$ cat src/assert_macros.svh
// ---------------------------------------------------------------------------
// Assertion macros
// Shared wrappers for the concurrent checks of the UART block.
// ---------------------------------------------------------------------------
`ifndef ASSERT_MACROS_SVH
`define ASSERT_MACROS_SVH

// Check that holds on every clock edge outside of reset.
`define HDU_ASSERT(lbl, prop, msg) \
  lbl: assert property (@(posedge clk) disable iff (!rst_n) (prop)) else $error(msg);

// Check that a condition never occurs outside of reset.
`define HDU_NEVER(lbl, cond, msg) \
  lbl: assert property (@(posedge clk) disable iff (!rst_n) !(cond)) else $error(msg);

`endif

$ cat src/hdu_pkg.sv
// ---------------------------------------------------------------------------
// hdu_pkg
// Types, codes and constants shared by the half-duplex UART and its FIFOs.
// ---------------------------------------------------------------------------
package hdu_pkg;

  localparam int RX_DEPTH_DFLT = 16;
  localparam int TX_DEPTH_DFLT = 16;

  localparam int TIMER_W = 9;
  localparam int CFG_AW  = 4;
  localparam int CFG_DW  = 32;

  localparam logic [TIMER_W-1:0] BIT_PERIOD_RST = 9'd104;
  localparam logic [TIMER_W-1:0] START_DELAY_RST = 9'd154;
  // 256 ticks of turnaround wait by default; the 9-bit register holds up to 511.
  localparam logic [TIMER_W-1:0] TURNAROUND_RST = 9'd256;

  localparam logic [3:0] RX_DATA_BITS = 4'd8;
  localparam logic [3:0] TX_FRAME_BITS = 4'd10;
  localparam logic [9:0] SHIFT_IDLE = 10'h3FF;
  localparam logic [9:0] SHIFT_RX_START = 10'h0FF;

  typedef enum logic [1:0] {
    REQ_TICK  = 2'd0,
    REQ_PUSH  = 2'd1,
    REQ_POP   = 2'd2,
    REQ_CLEAR = 2'd3
  } req_t;

  typedef enum logic [2:0] {
    MODE_IDLE = 3'd0,
    MODE_RX   = 3'd1,
    MODE_WAIT = 3'd2,
    MODE_TX   = 3'd3,
    MODE_PRE  = 3'd4
  } mode_t;

  typedef enum logic [1:0] {
    REG_BIT_PERIOD  = 2'd0,
    REG_START_DELAY = 2'd1,
    REG_TURNAROUND  = 2'd2
  } cfg_reg_t;

  typedef struct packed {
    logic [1:0] req_type;
    logic       rx_line;
    logic [7:0] tx_data;
  } in_item_t;

  typedef struct packed {
    logic       tx_line;
    logic [7:0] rx_data;
    logic       ok;
    logic [3:0] rx_count;
    logic [2:0] line_mode;
  } out_item_t;

  typedef struct packed {
    logic push;
    logic pop;
    logic clear;
  } fifo_ctl_t;

  typedef struct packed {
    logic       empty;
    logic       full;
    logic [3:0] count;
  } fifo_stat_t;

endpackage

$ cat src/hdu_fifo.sv
// ---------------------------------------------------------------------------
// hdu_fifo
// Byte ring FIFO with one spare slot and a registered head-of-queue read.
// ---------------------------------------------------------------------------
module hdu_fifo #(
  parameter int DEPTH = hdu_pkg::RX_DEPTH_DFLT
) (
  input  logic               clk,
  input  logic               rst_n,
  input  hdu_pkg::fifo_ctl_t ctl,
  input  logic [7:0]         wdata,
  output logic [7:0]         rdata,
  output hdu_pkg::fifo_stat_t stat
);

  localparam int PW = (DEPTH > 1) ? $clog2(DEPTH) : 1;
  localparam int CW = (PW > 4) ? PW : 4;
  localparam logic [PW-1:0] LAST = PW'(DEPTH - 1);
  localparam logic [PW-1:0] DEPTH_P = PW'(DEPTH);

  logic [7:0]    mem [DEPTH];
  logic [7:0]    head_r;
  logic [PW-1:0] rd_ptr_r, rd_ptr_nxt;
  logic [PW-1:0] wr_ptr_r, wr_ptr_nxt;
  logic [PW-1:0] wr_inc, rd_inc, fill;
  logic [CW-1:0] fill_ext;

  assign wr_inc = (wr_ptr_r == LAST) ? '0 : wr_ptr_r + 1'b1;
  assign rd_inc = (rd_ptr_r == LAST) ? '0 : rd_ptr_r + 1'b1;

  always_comb begin
    rd_ptr_nxt = rd_ptr_r;
    wr_ptr_nxt = wr_ptr_r;
    if (ctl.clear) begin
      rd_ptr_nxt = '0;
      wr_ptr_nxt = '0;
    end else begin
      if (ctl.push) begin
        wr_ptr_nxt = wr_inc;
      end
      if (ctl.pop) begin
        rd_ptr_nxt = rd_inc;
      end
    end
  end

  always_ff @(posedge clk) begin
    if (!rst_n) begin
      rd_ptr_r <= '0;
      wr_ptr_r <= '0;
    end else begin
      rd_ptr_r <= rd_ptr_nxt;
      wr_ptr_r <= wr_ptr_nxt;
    end
  end

  // The head register always mirrors the entry at the read pointer; a write
  // to that entry in the same cycle is forwarded.
  always_ff @(posedge clk) begin
    if (ctl.push) begin
      mem[wr_ptr_r] <= wdata;
    end
    if (ctl.push && (wr_ptr_r == rd_ptr_nxt)) begin
      head_r <= wdata;
    end else begin
      head_r <= mem[rd_ptr_nxt];
    end
  end

  assign fill = wr_ptr_r - rd_ptr_r + ((wr_ptr_r < rd_ptr_r) ? DEPTH_P : '0);
  assign fill_ext = CW'(fill);

  assign rdata      = head_r;
  assign stat.empty = (rd_ptr_r == wr_ptr_r);
  assign stat.full  = (wr_inc == rd_ptr_r);
  assign stat.count = fill_ext[3:0];

endmodule

$ cat src/half_duplex_uart_with_fifos.sv
// ---------------------------------------------------------------------------
// half_duplex_uart_with_fifos: half-duplex 8N1 UART with receive/transmit FIFOs
// The result of an accepted request is registered. A request can be accepted
// in every clock cycle while the skid entry is free, each one a single registered step.
// Synchronous active-low reset returns the line to idle, empties both FIFOs
// and loads the timing registers with their defaults; no clearing pass.
// ---------------------------------------------------------------------------
`include "assert_macros.svh"

module half_duplex_uart_with_fifos #(
  parameter int RX_DEPTH = hdu_pkg::RX_DEPTH_DFLT,
  parameter int TX_DEPTH = hdu_pkg::TX_DEPTH_DFLT
) (
  input  logic                          clk,
  input  logic                          rst_n,
  // Request channel
  input  logic                          in_valid,
  output logic                          in_ready,
  input  hdu_pkg::in_item_t             in_data,
  // Result channel
  output logic                          out_valid,
  input  logic                          out_ready,
  output hdu_pkg::out_item_t            out_data,
  // Configuration port
  input  logic                          cfg_psel,
  input  logic                          cfg_penable,
  input  logic                          cfg_pwrite,
  input  logic [hdu_pkg::CFG_AW-1:0]    cfg_paddr,
  input  logic [hdu_pkg::CFG_DW-1:0]    cfg_pwdata,
  output logic [hdu_pkg::CFG_DW-1:0]    cfg_prdata,
  output logic                          cfg_pready
);

  localparam int TW = hdu_pkg::TIMER_W;

  // -------------------------------------------------------------------------
  // Configuration registers. The port never stalls; a write lands on the
  // access cycle. Addresses past the last register read as zero and ignore
  // writes.
  // -------------------------------------------------------------------------
  logic [TW-1:0]     bit_period_r, start_delay_r, turnaround_r;
  logic              cfg_wr;
  hdu_pkg::cfg_reg_t cfg_sel;

  assign cfg_pready = 1'b1;
  assign cfg_wr     = cfg_psel & cfg_penable & cfg_pwrite & cfg_pready;
  assign cfg_sel    = hdu_pkg::cfg_reg_t'(cfg_paddr[3:2]);

  always_ff @(posedge clk) begin
    if (!rst_n) begin
      bit_period_r  <= hdu_pkg::BIT_PERIOD_RST;
      start_delay_r <= hdu_pkg::START_DELAY_RST;
      turnaround_r  <= hdu_pkg::TURNAROUND_RST;
    end else if (cfg_wr) begin
      unique case (cfg_sel)
        hdu_pkg::REG_BIT_PERIOD:  bit_period_r  <= cfg_pwdata[TW-1:0];
        hdu_pkg::REG_START_DELAY: start_delay_r <= cfg_pwdata[TW-1:0];
        hdu_pkg::REG_TURNAROUND:  turnaround_r  <= cfg_pwdata[TW-1:0];
        default: ;
      endcase
    end
  end

  always_comb begin
    unique case (cfg_sel)
      hdu_pkg::REG_BIT_PERIOD:  cfg_prdata = hdu_pkg::CFG_DW'(bit_period_r);
      hdu_pkg::REG_START_DELAY: cfg_prdata = hdu_pkg::CFG_DW'(start_delay_r);
      hdu_pkg::REG_TURNAROUND:  cfg_prdata = hdu_pkg::CFG_DW'(turnaround_r);
      default:                  cfg_prdata = '0;
    endcase
  end

  // -------------------------------------------------------------------------
  // Result buffering: a result register plus one skid entry. A request is
  // taken whenever the skid entry is free, so a stalled result does not
  // hold up the next request.
  // -------------------------------------------------------------------------
  logic               in_fire, out_fire;
  logic               out_valid_r, skid_valid_r;
  hdu_pkg::out_item_t out_r, skid_r, res;

  assign in_ready  = !skid_valid_r;
  assign in_fire   = in_valid & in_ready;
  assign out_valid = out_valid_r;
  assign out_data  = out_r;
  assign out_fire  = out_valid_r & out_ready;

  always_ff @(posedge clk) begin
    if (!rst_n) begin
      out_valid_r  <= 1'b0;
      skid_valid_r <= 1'b0;
    end else if (out_fire || !out_valid_r) begin
      if (skid_valid_r) begin
        out_valid_r  <= 1'b1;
        skid_valid_r <= 1'b0;
      end else begin
        out_valid_r <= in_fire;
      end
    end else if (in_fire) begin
      skid_valid_r <= 1'b1;
    end
  end

  always_ff @(posedge clk) begin
    if (out_fire || !out_valid_r) begin
      if (skid_valid_r) begin
        out_r <= skid_r;
      end else if (in_fire) begin
        out_r <= res;
      end
    end else if (in_fire) begin
      skid_r <= res;
    end
  end

  // -------------------------------------------------------------------------
  // FIFOs. Each one keeps its head entry in a register, so the byte to pop
  // or to frame is ready at the start of the cycle.
  // -------------------------------------------------------------------------
  hdu_pkg::fifo_ctl_t  rx_ctl, tx_ctl;
  hdu_pkg::fifo_stat_t rx_stat, tx_stat;
  logic [7:0]          rx_wdata, rx_head, tx_head;

  hdu_fifo #(.DEPTH(RX_DEPTH)) u_rx_fifo (
    .clk   (clk),
    .rst_n (rst_n),
    .ctl   (rx_ctl),
    .wdata (rx_wdata),
    .rdata (rx_head),
    .stat  (rx_stat)
  );

  hdu_fifo #(.DEPTH(TX_DEPTH)) u_tx_fifo (
    .clk   (clk),
    .rst_n (rst_n),
    .ctl   (tx_ctl),
    .wdata (in_data.tx_data),
    .rdata (tx_head),
    .stat  (tx_stat)
  );

  // -------------------------------------------------------------------------
  // Line state machine. The tick counter is bumped before it is compared,
  // and a count that wraps to zero also ends the interval, so a timing
  // register of zero behaves like one.
  // -------------------------------------------------------------------------
  hdu_pkg::mode_t mode_r, mode_nxt;
  hdu_pkg::req_t  req;
  logic [TW-1:0]  tick_r, tick_nxt, tick_inc, rx_target;
  logic [3:0]     bit_r, bit_nxt, bit_inc;
  logic [9:0]     sh_r, sh_nxt, rx_shift;
  logic           line_prev_r, line_prev_nxt;
  logic           fall_det, frame_done;
  logic           ok_c;
  logic [7:0]     rxd_c;

  assign req       = hdu_pkg::req_t'(in_data.req_type);
  assign tick_inc  = tick_r + 1'b1;
  assign bit_inc   = bit_r + 1'b1;
  assign fall_det  = line_prev_r & ~in_data.rx_line;
  assign rx_target = (bit_r == '0) ? start_delay_r : bit_period_r;
  // Receive shift: new bit enters at bit 7, the top two bits stay clear.
  assign rx_shift  = {2'b00, in_data.rx_line, sh_r[7:1]};
  assign rx_wdata  = rx_shift[7:0];

  always_ff @(posedge clk) begin
    if (!rst_n) begin
      mode_r      <= hdu_pkg::MODE_IDLE;
      tick_r      <= '0;
      bit_r       <= '0;
      sh_r        <= hdu_pkg::SHIFT_IDLE;
      line_prev_r <= 1'b1;
    end else begin
      mode_r      <= mode_nxt;
      tick_r      <= tick_nxt;
      bit_r       <= bit_nxt;
      sh_r        <= sh_nxt;
      line_prev_r <= line_prev_nxt;
    end
  end

  // Next state, FIFO controls and the per-request status.
  always_comb begin
    mode_nxt      = mode_r;
    tick_nxt      = tick_r;
    bit_nxt       = bit_r;
    sh_nxt        = sh_r;
    line_prev_nxt = line_prev_r;
    rx_ctl        = '0;
    tx_ctl        = '0;
    ok_c          = 1'b1;
    rxd_c         = '0;
    frame_done    = 1'b0;
    if (in_fire) begin
      unique case (req)
        hdu_pkg::REQ_TICK: begin
          line_prev_nxt = in_data.rx_line;
          unique case (mode_r)
            hdu_pkg::MODE_IDLE: begin
              if (fall_det) begin
                mode_nxt = hdu_pkg::MODE_RX;
                tick_nxt = '0;
                bit_nxt  = '0;
                sh_nxt   = hdu_pkg::SHIFT_RX_START;
              end
            end
            hdu_pkg::MODE_RX: begin
              tick_nxt = tick_inc;
              if (tick_inc >= rx_target || tick_inc == '0) begin
                sh_nxt   = rx_shift;
                tick_nxt = '0;
                bit_nxt  = bit_inc;
                if (bit_inc >= hdu_pkg::RX_DATA_BITS) begin
                  // A byte that meets a full FIFO is dropped.
                  rx_ctl.push = !rx_stat.full;
                  mode_nxt    = hdu_pkg::MODE_WAIT;
                  bit_nxt     = '0;
                  sh_nxt      = hdu_pkg::SHIFT_IDLE;
                end
              end
            end
            hdu_pkg::MODE_WAIT: begin
              if (fall_det) begin
                mode_nxt = hdu_pkg::MODE_RX;
                tick_nxt = '0;
                bit_nxt  = '0;
                sh_nxt   = hdu_pkg::SHIFT_RX_START;
              end else begin
                tick_nxt = tick_inc;
                if (tick_inc >= turnaround_r || tick_inc == '0) begin
                  tick_nxt = '0;
                  if (!tx_stat.empty) begin
                    mode_nxt = hdu_pkg::MODE_PRE;
                    bit_nxt  = '0;
                    sh_nxt   = hdu_pkg::SHIFT_IDLE;
                  end else begin
                    mode_nxt = hdu_pkg::MODE_IDLE;
                  end
                end
              end
            end
            hdu_pkg::MODE_PRE: begin
              tick_nxt = tick_inc;
              if (tick_inc >= bit_period_r || tick_inc == '0) begin
                frame_done = 1'b1;
              end
            end
            hdu_pkg::MODE_TX: begin
              tick_nxt = tick_inc;
              if (tick_inc >= bit_period_r || tick_inc == '0) begin
                tick_nxt = '0;
                bit_nxt  = bit_inc;
                if (bit_inc >= hdu_pkg::TX_FRAME_BITS) begin
                  frame_done = 1'b1;
                end else begin
                  sh_nxt = {1'b1, sh_r[9:1]};
                end
              end
            end
            default: ;
          endcase
        end
        hdu_pkg::REQ_PUSH: begin
          if (tx_stat.full) begin
            ok_c = 1'b0;
          end else begin
            tx_ctl.push = 1'b1;
            if (mode_r == hdu_pkg::MODE_IDLE) begin
              mode_nxt = hdu_pkg::MODE_PRE;
              tick_nxt = '0;
              bit_nxt  = '0;
              sh_nxt   = hdu_pkg::SHIFT_IDLE;
            end
          end
        end
        hdu_pkg::REQ_POP: begin
          if (rx_stat.empty) begin
            ok_c = 1'b0;
          end else begin
            rx_ctl.pop = 1'b1;
            rxd_c      = rx_head;
          end
        end
        hdu_pkg::REQ_CLEAR: begin
          rx_ctl.clear = 1'b1;
        end
        default: ;
      endcase
    end

    // End of the preamble or of a frame: frame the next queued byte with a
    // start and a stop bit, or fall back to idle when the queue is empty.
    if (frame_done) begin
      tick_nxt = '0;
      bit_nxt  = '0;
      if (!tx_stat.empty) begin
        tx_ctl.pop = 1'b1;
        sh_nxt     = {1'b1, tx_head, 1'b0};
        mode_nxt   = hdu_pkg::MODE_TX;
      end else begin
        sh_nxt   = hdu_pkg::SHIFT_IDLE;
        mode_nxt = hdu_pkg::MODE_IDLE;
      end
    end
  end

  // Result of the request, taken from the state as it stands after it.
  always_comb begin
    res.tx_line   = ((mode_nxt == hdu_pkg::MODE_TX) || (mode_nxt == hdu_pkg::MODE_PRE)) ?
                    sh_nxt[0] : 1'b1;
    res.rx_data   = rxd_c;
    res.ok        = ok_c;
    res.rx_count  = rx_ctl.clear ? 4'd0 :
                    rx_stat.count + 4'(rx_ctl.push) - 4'(rx_ctl.pop);
    res.line_mode = mode_nxt;
  end

  // -------------------------------------------------------------------------
  // Checks
  // -------------------------------------------------------------------------
  `HDU_ASSERT(a_skid_needs_out, skid_valid_r |-> out_valid_r, "skid entry without result")
  `HDU_NEVER(a_bit_range, bit_r >= hdu_pkg::TX_FRAME_BITS, "bit index past frame end")
  `HDU_ASSERT(a_idle_line_high, (mode_r == hdu_pkg::MODE_IDLE) || (mode_r == hdu_pkg::MODE_WAIT) |-> (sh_r == hdu_pkg::SHIFT_IDLE), "shifter not idle outside a frame")

endmodule

$ cat config.mk
export PLATFORM = sky130hd
export DESIGN_NAME = half_duplex_uart_with_fifos
export DESIGN_NICKNAME = d
export VERILOG_FILES = /design/src/hdu_pkg.sv /design/src/hdu_fifo.sv /design/src/half_duplex_uart_with_fifos.sv
export VERILOG_INCLUDE_DIRS = /design/src /design/src/src
export SDC_FILE = /design/constraint.sdc
export NUM_CORES = 1
export LEC_CHECK = 0
export BUFFER_PORTS_ARGS = -buffer_cell sky130_fd_sc_hd__buf_4
export CORE_MARGIN = 5
export CORE_UTILIZATION = 63
export CTS_BUF_LIST = sky130_fd_sc_hd__clkbuf_8
export CTS_CLUSTER_SIZE = 12
export DETAILED_ROUTE_END_ITERATION = 8
export GPL_TIMING_DRIVEN = 0
export PLACE_DENSITY = 0.82
export SYNTH_ARGS = -nofsm -noshare
export SYNTH_HDL_FRONTEND = slang
export SYNTH_HIERARCHICAL = 1
export SYNTH_SLANG_ARGS = --single-unit
$ cat constraint.sdc
create_clock -name clk -period 4.8 [get_ports clk]
set_input_delay 0.48 -clock clk [delete_from_list [all_inputs] [get_ports clk]]
set_output_delay 0.48 -clock clk [all_outputs]
set_load 0.02 [all_outputs]
==> impl_metrics.env, run 1 <==
export IMPL_status="finished, final reports clean"
export IMPL_crit_reg2reg_launch="bit_r[0]"
export IMPL_antennaDiodeCount=0
export IMPL_synth_yosys_warnings=6
export IMPL_detail_route_iter0_violations=722
export IMPL_totalWireLength_um=35800
export IMPL_power_share_sequential=0.580
export IMPL_setup_worst_path_end_class="flop"
export IMPL_floorplan_initialDensity=0.641
export IMPL_hold_path_startpoint="cfg_pwdata[3]"
export IMPL_final_cell_mix="sky130_fd_sc_hd__edfxtp_1 (290), sky130_fd_sc_hd__nand2_1 (94), sky130_fd_sc_hd__buf_4 (82)"
export IMPL_hold_depth=3
export IMPL_mostFrequentLayoutCell="sky130_fd_sc_hd__edfxtp_1"
export IMPL_final_hold_viol_count=0
export IMPL_start_kind="flop"
export IMPL_swShare=0.224
export IMPL_drt_drc_violations_left=0
export IMPL_routed_via_density=6.02
export IMPL_worst_r2r_setup_slack_ns=0.25
export IMPL_htree_levels=2
export IMPL_power_static_leakage_nw=6.98
export IMPL_finalClockSkew_ns=0.0376
export IMPL_syn_mean_instance_area_um2=14.1
export IMPL_route_vias_total=10500
export IMPL_worst_slew_pin_slew_ns=1.19
export IMPL_chip_width_um=176
export IMPL_worst_setup_path_category="reg2reg"
export IMPL_layout_nets=1474
export IMPL_worstSkewPairLatency_ns=0.61
export IMPL_p_clk_frac=0.376
export IMPL_maxClockFrequency_mhz=220
export IMPL_clkSinkCount=370
export IMPL_grt_antenna_before_repair=0
export IMPL_die_height_um=176
export IMPL_cts_inserted_buffers=55
export IMPL_grt_pass1_vias=10700
export IMPL_detailed_place_hpwl_um=24900
export IMPL_final_max_slew_viol_count=0
export IMPL_min_delay_path_class="in2reg"
export IMPL_design_die_area_mm2=0.0309
export IMPL_min_period_over_period=0.947
export IMPL_area_growth_synth_to_final_pct=11.4
export IMPL_cts_tree="done"
export IMPL_post_route_cells_drive_above_1_share=0.199
export IMPL_critPathMaxFanout=10
export IMPL_gp_congestion=0.913
export IMPL_wire_length_of_the_first_global_routing_pass_um=57300
export IMPL_critical_path_arrival_ns=4.77
export IMPL_power_net_switching_mw=1.37
export IMPL_cap_violations=0
export IMPL_cts_path_max_buffers=3
export IMPL_placeable_core_region_mm2=0.0270
export IMPL_setup_viol=0
export IMPL_mappedNetlistArea_mm2=0.0173
export IMPL_timing_final_ws_setup_ns=0.252
export IMPL_grt_max_degree=21
export IMPL_design_portCount=106
export IMPL_dpl_worst_slack_ns=-0.212
export IMPL_path_clk_slew_ns=0.06
export IMPL_hold_worst_slack_ns=0.121
export IMPL_powerDensity_mw_per_mm2=317
export IMPL_post_layout_total_power_mw=6.11
export IMPL_p_int_mw=4.74
export IMPL_min_to="start_delay_r[3]"
export IMPL_final_antenna_net_count=0
export IMPL_detail_route_first_pass_iterations=5
export IMPL_worst_ir_drop_vdd_mv=0.274
export IMPL_port_buffers=55
export IMPL_grt_setup_unrepaired="no"
export IMPL_worst_reg_to_reg_path_cell_count=15
export IMPL_postSynthCellCount=1227
export IMPL_drt_wirelength_per_cell_um=20.4
export IMPL_r2r_end="u_rx_fifo/mem[14][7]"
export IMPL_final_min_clock_period_ns=4.55
export IMPL_grt_total_usage=0.233
export IMPL_cp_data_required_time_ns=5.03
export IMPL_share_comb_of_total_power=0.045
export IMPL_grt_overflow=0
export IMPL_slew_headroom=0.205
export IMPL_placement_rows=60
export IMPL_cts_root_buf="sky130_fd_sc_hd__clkbuf_8"
worst max-delay path, stage by stage, from the launching register on:
cell,delay (ns)
sky130_fd_sc_hd__dfxtp_1,0.36
sky130_fd_sc_hd__inv_1,0.08
sky130_fd_sc_hd__ha_1,0.14
sky130_fd_sc_hd__nor3b_4,0.47
sky130_fd_sc_hd__clkbuf_2,0.32
sky130_fd_sc_hd__a21oi_1,0.11
sky130_fd_sc_hd__ha_1,0.30
sky130_fd_sc_hd__a21o_1,0.10
sky130_fd_sc_hd__a31oi_1,0.04
sky130_fd_sc_hd__o21ai_0,0.32
sky130_fd_sc_hd__o211ai_2,0.22
sky130_fd_sc_hd__a211oi_4,0.30
sky130_fd_sc_hd__nor3b_2,0.30
sky130_fd_sc_hd__clkbuf_1,0.36
sky130_fd_sc_hd__and3_1,0.32
sky130_fd_sc_hd__and2_1,0.42
power groups by stage:
stage / sequential (mW) / combinational (mW) / clock (mW)
floorplan: 3.60 / 0.159 / 0
detailed placement: 3.61 / 0.269 / 0
global placement: 3.60 / 0.264 / 0
CTS: 3.54 / 0.270 / 2.34
global route: 3.54 / 0.297 / 2.50
finish: 3.54 / 0.272 / 2.30
how the worst max path moves through the flow:
| stage | from | end | slack [ns] | cells after the start |
|---|---|---|---|---|
| 2_1_floorplan | bit_r[0] | out_data[4] | 0.91 | 16 |
| 3_3_place_gp | bit_r[0] | u_rx_fifo/mem[1][6] | -0.12 | 15 |
| 3_5_place_dp | bit_r[0] | u_rx_fifo/mem[0][1] | -0.21 | 15 |
| 4_1_cts | bit_r[0] | u_rx_fifo/mem[13][7] | 0.04 | 15 |
| 5_1_grt | bit_r[0] | u_rx_fifo/mem[0][1] | 0.03 | 15 |
| 6_report | bit_r[0] | u_rx_fifo/mem[14][7] | 0.25 | 15 |
what timing repair did:
action / in CTS / in global routing
buffers inserted: 0 / 1
hold endpoints to repair: 0 / 0
endpoints found under the setup margin: 129 / 131
gates resized for setup: 9 / 6
hold buffers: 0 / 0
pin swaps: 0 / 1
layer usage:
layer	track usage	vias to the layer above	routed length, um
li1	-	4889	-
met1	0.307	5142	14500
met2	0.407	420	18300
met3	0.0327	82	2020
met4	0.0728	0	963
met5	0	-	0
stage by stage:
stage,instances,area [um^2],util,setup TNS [ns]
global placement,1650,18300,0.676,-7.92
finish,1751,19300,0.714,0
CTS,1750,19300,0.713,0
global route,1751,19300,0.714,0
floorplan,1254,17400,-,0
detailed placement,1650,18300,0.676,-20.73
registers in the layout, indices dropped and copies added, names as in the netlist, 3 cells and up, named ones only:
register,flops
u_tx_fifo/mem,128
u_tx_fifo/rd_ptr_r,4
turnaround_r,9
mode_r,3
start_delay_r,9
sh_r,10
bit_period_r,9
u_rx_fifo/mem,128
u_tx_fifo/wr_ptr_r,4
out_data,17
u_rx_fifo/wr_ptr_r,4
u_rx_fifo/rd_ptr_r,4
tick_r,9
bit_r,4
skid_r,17
area by class of cell:
type | count | area [um^2]
sequential | 370 | 10300
clock inverter | 44 | 219
tap | 341 | 427
multi-input combinational | 753 | 6390
inverter | 56 | 210
clock buffer | 56 | 771
buffer | 75 | 551
timing repair buffer | 56 | 420
fill | 1776 | 7730
Note: power is estimated with default switching activity, not from simulation.
==> run 2, diff against run 1 <==
CAP_MARGIN = 30   (was default)
CORE_MARGIN = 2   (was 5)
==> impl_metrics.env, run 2 (synthesized netlist as in run 1, its figures left out) <==
export IMPL_status="finished, final reports clean"
export IMPL_critPathMaxFanout=10
export IMPL_worst_setup_path_category="reg2reg"
export IMPL_htree_levels=2
export IMPL_placement_rows=60
export IMPL_grt_antenna_before_repair=0
export IMPL_maxClockFrequency_mhz=221
export IMPL_clkSinkCount=370
export IMPL_cap_violations=0
export IMPL_design_portCount=106
export IMPL_crit_path_frequent_cell="sky130_fd_sc_hd__ha_1"
export IMPL_worst_ir_drop_vdd_mv=0.270
export IMPL_cts_tree="done"
export IMPL_chip_width_um=170
export IMPL_antennaDiodeCount=0
export IMPL_post_layout_nonfiller_instances=1752
export IMPL_min_period_over_period=0.944
export IMPL_crit_reg2reg_launch="bit_r[0]"
export IMPL_register_area_mm2=0.0103
export IMPL_cp_cell_sequence="inv_1, ha_1, nor3b_4, clkbuf_2, a21oi_1, ha_1, a21o_1, a31oi_1, o21ai_0, o211ai_2, a211oi_4, nor3b_2, clkbuf_1, and3_1, and2_1"
export IMPL_floorplan_initialDensity=0.643
export IMPL_setup_viol=0
export IMPL_grt_overflow=0
export IMPL_r2r_end="u_rx_fifo/mem[13][5]"
export IMPL_design_die_area_mm2=0.0288
export IMPL_final_antenna_net_count=0
export IMPL_hold_depth=3
export IMPL_final_instance_area_mm2=0.0194
export IMPL_grt_max_degree=21
export IMPL_detail_route_iter0_violations=762
export IMPL_area_growth_synth_to_final_pct=12.0
export IMPL_setup_worst_path_end_class="flop"
export IMPL_power_static_leakage_nw=7.02
export IMPL_grt_total_usage=0.254
export IMPL_worstSkewPairLatency_ns=0.64
export IMPL_worst_reg_to_reg_path_cell_count=15
export IMPL_cts_path_max_buffers=3
export IMPL_cp_data_required_time_ns=5.04
export IMPL_worst_slew_pin_slew_ns=0.963
export IMPL_cts_inserted_buffers=55
export IMPL_cpPeakStageDelay_ns=0.47
export IMPL_min_to="start_delay_r[4]"
export IMPL_cts_root_buf="sky130_fd_sc_hd__clkbuf_8"
export IMPL_critical_path_arrival_ns=4.77
export IMPL_grt_pass1_vias=10500
export IMPL_totalWireLength_um=35600
export IMPL_routed_via_density=5.95
export IMPL_placedInstanceArea_mm2=0.0183
export IMPL_layout_top_registers="u_rx_fifo/mem x128, u_tx_fifo/mem x128"
export IMPL_post_route_cells_drive_above_1_share=0.201
export IMPL_final_min_clock_period_ns=4.53
export IMPL_detail_route_first_pass_iterations=5
export IMPL_finalClockSkew_ns=0.0539
export IMPL_die_height_um=170
export IMPL_worstPathBufferInverterCount=3
export IMPL_slew_headroom=0.351
export IMPL_nFillCells=1784
export IMPL_final_cell_mix="sky130_fd_sc_hd__edfxtp_1 (290), sky130_fd_sc_hd__nand2_1 (94), sky130_fd_sc_hd__buf_4 (83)"
export IMPL_mostFrequentLayoutCell="sky130_fd_sc_hd__edfxtp_1"
export IMPL_drt_wirelength_per_cell_um=20.3
export IMPL_final_hold_viol_count=0
export IMPL_timing_critical_path_slowest_stage_cell="sky130_fd_sc_hd__nor3b_4"
export IMPL_placed_cells=1652
export IMPL_gp_congestion=0.892
export IMPL_wire_length_of_the_first_global_routing_pass_um=56300
export IMPL_path_clk_slew_ns=0.06
export IMPL_detailed_place_hpwl_um=24500
export IMPL_grt_setup_unrepaired="no"
export IMPL_cpLargestDelayFamily="simple AND/OR/NAND/NOR gates"
export IMPL_worst_r2r_setup_slack_ns=0.27
export IMPL_hold_path_startpoint="cfg_pwdata[4]"
export IMPL_port_buffers=55
export IMPL_layout_nets=1476
export IMPL_route_vias_total=10400
export IMPL_min_delay_path_class="in2reg"
export IMPL_final_max_slew_viol_count=0
export IMPL_start_kind="flop"
export IMPL_powerDensity_mw_per_mm2=324
export IMPL_drt_drc_violations_left=0
export IMPL_placeable_core_region_mm2=0.0270
export IMPL_multi_input_area_mm2=0.00639
[run 2: where the power goes]
group          total, mW  switching, mW  internal, mW
sequential          3.54         0.0437          3.50
combinational      0.275          0.171         0.104
clock               2.47           1.18          1.29
total               6.29           1.40          4.89
[run 2: worst register-to-register path, cell delays in order, from the launching register on]
cell,delay [ns]
sky130_fd_sc_hd__dfxtp_1,0.36
sky130_fd_sc_hd__inv_1,0.08
sky130_fd_sc_hd__ha_1,0.14
sky130_fd_sc_hd__nor3b_4,0.47
sky130_fd_sc_hd__clkbuf_2,0.32
sky130_fd_sc_hd__a21oi_1,0.11
sky130_fd_sc_hd__ha_1,0.30
sky130_fd_sc_hd__a21o_1,0.10
sky130_fd_sc_hd__a31oi_1,0.05
sky130_fd_sc_hd__o21ai_0,0.31
sky130_fd_sc_hd__o211ai_2,0.22
sky130_fd_sc_hd__a211oi_4,0.29
sky130_fd_sc_hd__nor3b_2,0.31
sky130_fd_sc_hd__clkbuf_1,0.34
sky130_fd_sc_hd__and3_1,0.33
sky130_fd_sc_hd__and2_1,0.42
[run 2: metrics by stage]
stage	setup WS (ns)	power, mW	hold slack [ns]	utilization	setup TNS, ns
2_1_floorplan	0.910	3.76	0.434	-	0
3_3_place_gp	-0.109	3.87	0.449	0.678	-7.44
3_5_place_dp	-0.287	3.88	0.455	0.678	-29.31
4_1_cts	0.247	6.33	0.0788	0.719	0
5_1_grt	0.00112	6.50	0.104	0.720	0
6_report	0.270	6.29	0.115	0.720	0
[run 2: worst max path at each step]
stage | startpoint | cells past startpoint | end | slack (ns)
2_1_floorplan | bit_r[0] | 16 | out_data[4] | 0.91
6_report | bit_r[0] | 15 | u_rx_fifo/mem[13][5] | 0.27
3_5_place_dp | bit_r[0] | 15 | u_rx_fifo/mem[3][4] | -0.29
3_3_place_gp | bit_r[0] | 15 | u_rx_fifo/mem[1][4] | -0.11
5_1_grt | bit_r[0] | 16 | u_rx_fifo/mem[11][3] | 0.001
4_1_cts | bit_r[0] | 15 | u_rx_fifo/mem[7][0] | 0.25
[run 2: timing repair]
action,CTS,global route
setup buffers,1,0
hold buffers,0,0
gates resized for setup,11,3
pin swaps,1,0
setup endpoints to repair,129,57
[run 2: area by class of cell]
| cell class | count | area share |
|---|---|---|
| inverter | 56 | 0.0108 |
| buffer | 75 | 0.0284 |
| clock inverter | 38 | 0.0124 |
| multi-input combinational | 753 | 0.329 |
| tap | 341 | 0.0220 |
| sequential | 370 | 0.531 |
| clock buffer | 61 | 0.0433 |
| timing repair buffer | 58 | 0.0223 |
[run 2: metal layers]
layer / GRT usage / vias up / routed length [um]
met5: 0 / - / 0
met4: 0.0933 / 0 / 1030
met3: 0.0351 / 72 / 1790
met2: 0.443 / 323 / 18100
met1: 0.329 / 5124 / 14600
li1: - / 4900 / -
==> run 3, diff against run 2 <==
CORE_ASPECT_RATIO = 1.1   (was default)
==> impl_metrics.env, run 3 (synthesized netlist as in run 1, its figures left out) <==
export IMPL_setup_worst_path_end_class="flop"
export IMPL_cts_hold_buffers_added=0
export IMPL_min_period_over_period=0.962
export IMPL_drt_drc_violations_left=0
export IMPL_chip_width_um=162
export IMPL_mostFrequentLayoutCell="sky130_fd_sc_hd__edfxtp_1"
export IMPL_design_die_area_mm2=0.0288
export IMPL_die_height_um=178
export IMPL_swShare=0.224
export IMPL_wire_length_of_the_first_global_routing_pass_um=57600
export IMPL_min_delay_path_class="in2reg"
export IMPL_power_static_leakage_nw=7.05
export IMPL_final_min_clock_period_ns=4.62
export IMPL_detailroute_wirelength_met3_um=1880
export IMPL_grt_overflow=0
export IMPL_hold_worst_slack_ns=0.121
export IMPL_cts_inserted_buffers=56
export IMPL_p_clk_frac=0.402
export IMPL_routed_top_layer="met4"
export IMPL_cp_data_required_time_ns=5.02
export IMPL_final_max_slew_viol_count=0
export IMPL_maxClockFrequency_mhz=217
export IMPL_grt_total_usage=0.261
export IMPL_placed_cells=1667
export IMPL_placedInstanceArea_mm2=0.0183
export IMPL_gp_congestion=0.920
export IMPL_clkSinkCount=370
export IMPL_final_hold_viol_count=0
export IMPL_final_antenna_net_count=0
export IMPL_p_int_mw=4.96
export IMPL_final_util=0.720
export IMPL_design_portCount=106
export IMPL_wire_length_the_detailed_router_placed_on_met1_um=14800
export IMPL_totalWireLength_um=37400
export IMPL_floorplan_initialDensity=0.641
export IMPL_worst_ir_drop_vdd_mv=0.298
export IMPL_detail_route_first_pass_iterations=5
export IMPL_cts_tree="done"
export IMPL_worstSkewPairLatency_ns=0.62
export IMPL_cap_violations=0
export IMPL_post_layout_nonfiller_instances=1774
export IMPL_powerDensity_mw_per_mm2=328
export IMPL_placement_rows=63
export IMPL_worst_slew_pin_slew_ns=0.995
export IMPL_grt_max_degree=21
export IMPL_placeable_core_region_mm2=0.0270
export IMPL_route_vias_total=10700
export IMPL_slew_headroom=0.336
export IMPL_grt_antenna_before_repair=0
export IMPL_cts_path_max_buffers=3
export IMPL_drt_wirelength_per_cell_um=21.1
export IMPL_antennaDiodeCount=0
export IMPL_critPathMaxFanout=10
export IMPL_final_cell_mix="sky130_fd_sc_hd__edfxtp_1 (290), sky130_fd_sc_hd__nand2_1 (94), sky130_fd_sc_hd__buf_4 (83)"
export IMPL_route_met2_wl_um=19300
export IMPL_final_instance_area_mm2=0.0195
export IMPL_finalClockSkew_ns=0.0400
export IMPL_start_kind="flop"
export IMPL_worst_setup_path_category="reg2reg"
export IMPL_final_setup_tns_ns=0
export IMPL_power_net_switching_mw=1.43
export IMPL_setup_viol=0
export IMPL_grt_pass1_vias=10600
export IMPL_grt_setup_unrepaired="no"
export IMPL_post_route_cells_drive_above_1_share=0.203
export IMPL_share_comb_of_total_power=0.044
export IMPL_port_buffers=55
export IMPL_cts_root_buf="sky130_fd_sc_hd__clkbuf_8"
export IMPL_power_share_sequential=0.554
export IMPL_status="finished, final reports clean"
export IMPL_path_clk_slew_ns=0.07
export IMPL_routed_via_density=6.01
export IMPL_detail_route_iter0_violations=809
export IMPL_detailed_place_hpwl_um=25600
export IMPL_layout_nets=1476
export IMPL_area_growth_synth_to_final_pct=12.3
export IMPL_layout_top_registers="u_rx_fifo/mem x128, u_tx_fifo/mem x128"
export IMPL_htree_levels=2
export IMPL_critical_path_arrival_ns=4.84
[run 3: changes by cell type in the layout (fill, tap and decap cells not counted), sizes merged]
cell and change:
buf -1, bufinv +2, clkbuf -3, clkinv +3, clkinvlp +1, inv +4
[run 3: per-stage QoR]
step / total power [mW] / setup slack, ns
3_3_place_gp: 3.87 / -0.176
6_report: 6.39 / 0.183
5_1_grt: 6.60 / 0.0199
2_1_floorplan: 3.76 / 0.910
3_5_place_dp: 3.88 / -0.274
4_1_cts: 6.44 / 0.000871
[run 3: routing by layer]
layer,global-route usage,vias to the layer above
met1,0.325,5275
met5,0,-
met2,0.457,372
li1,-,4915
met3,0.0381,95
met4,0.115,0
[run 3: path summary, 6_finish.rpt]
kind                    from  slack, ns  cells after the start                  end
max                 bit_r[0]       0.18                     15  u_rx_fifo/mem[5][2]
min            cfg_pwdata[4]       0.12                      3     start_delay_r[4]
min reg2reg  turnaround_r[1]       0.48                      2      turnaround_r[1]
max reg2reg         bit_r[0]       0.18                     15  u_rx_fifo/mem[5][2]
[run 3: worst max-delay path, cell delays in order (launching register included)]
cell	delay (ns)
sky130_fd_sc_hd__dfxtp_1	0.37
sky130_fd_sc_hd__inv_1	0.08
sky130_fd_sc_hd__ha_1	0.13
sky130_fd_sc_hd__nor3b_4	0.44
sky130_fd_sc_hd__clkbuf_2	0.32
sky130_fd_sc_hd__a21oi_1	0.11
sky130_fd_sc_hd__ha_1	0.29
sky130_fd_sc_hd__a21o_1	0.10
sky130_fd_sc_hd__a31oi_1	0.04
sky130_fd_sc_hd__o21ai_0	0.33
sky130_fd_sc_hd__o211ai_2	0.22
sky130_fd_sc_hd__a211oi_4	0.46
sky130_fd_sc_hd__nor3b_2	0.33
sky130_fd_sc_hd__clkbuf_2	0.27
sky130_fd_sc_hd__and3b_1	0.30
sky130_fd_sc_hd__and2_1	0.46
[run 3: repair_timing]
item	4_1_cts	5_1_grt
setup endpoints to repair	129	133
buffers inserted	1	0
gates resized for setup	4	11
pin swaps	1	0
[run 3: cell type report]
| type | instances | area [um^2] |
|---|---|---|
| clock inverter | 48 | 332 |
| fill | 1746 | 7580 |
| clock buffer | 58 | 798 |
| timing repair buffer | 57 | 428 |
| inverter | 56 | 210 |
| sequential | 370 | 10300 |
| tap | 357 | 447 |
| multi-input combinational | 753 | 6380 |
| buffer | 75 | 552 |
[run 3: power by group through the flow]
stage	combinational, mW	sequential, mW	clock [mW]
6_report	0.278	3.54	2.57
5_1_grt	0.299	3.54	2.75
4_1_cts	0.275	3.54	2.62
3_5_place_dp	0.273	3.61	0
3_3_place_gp	0.268	3.60	0
2_1_floorplan	0.159	3.60	0
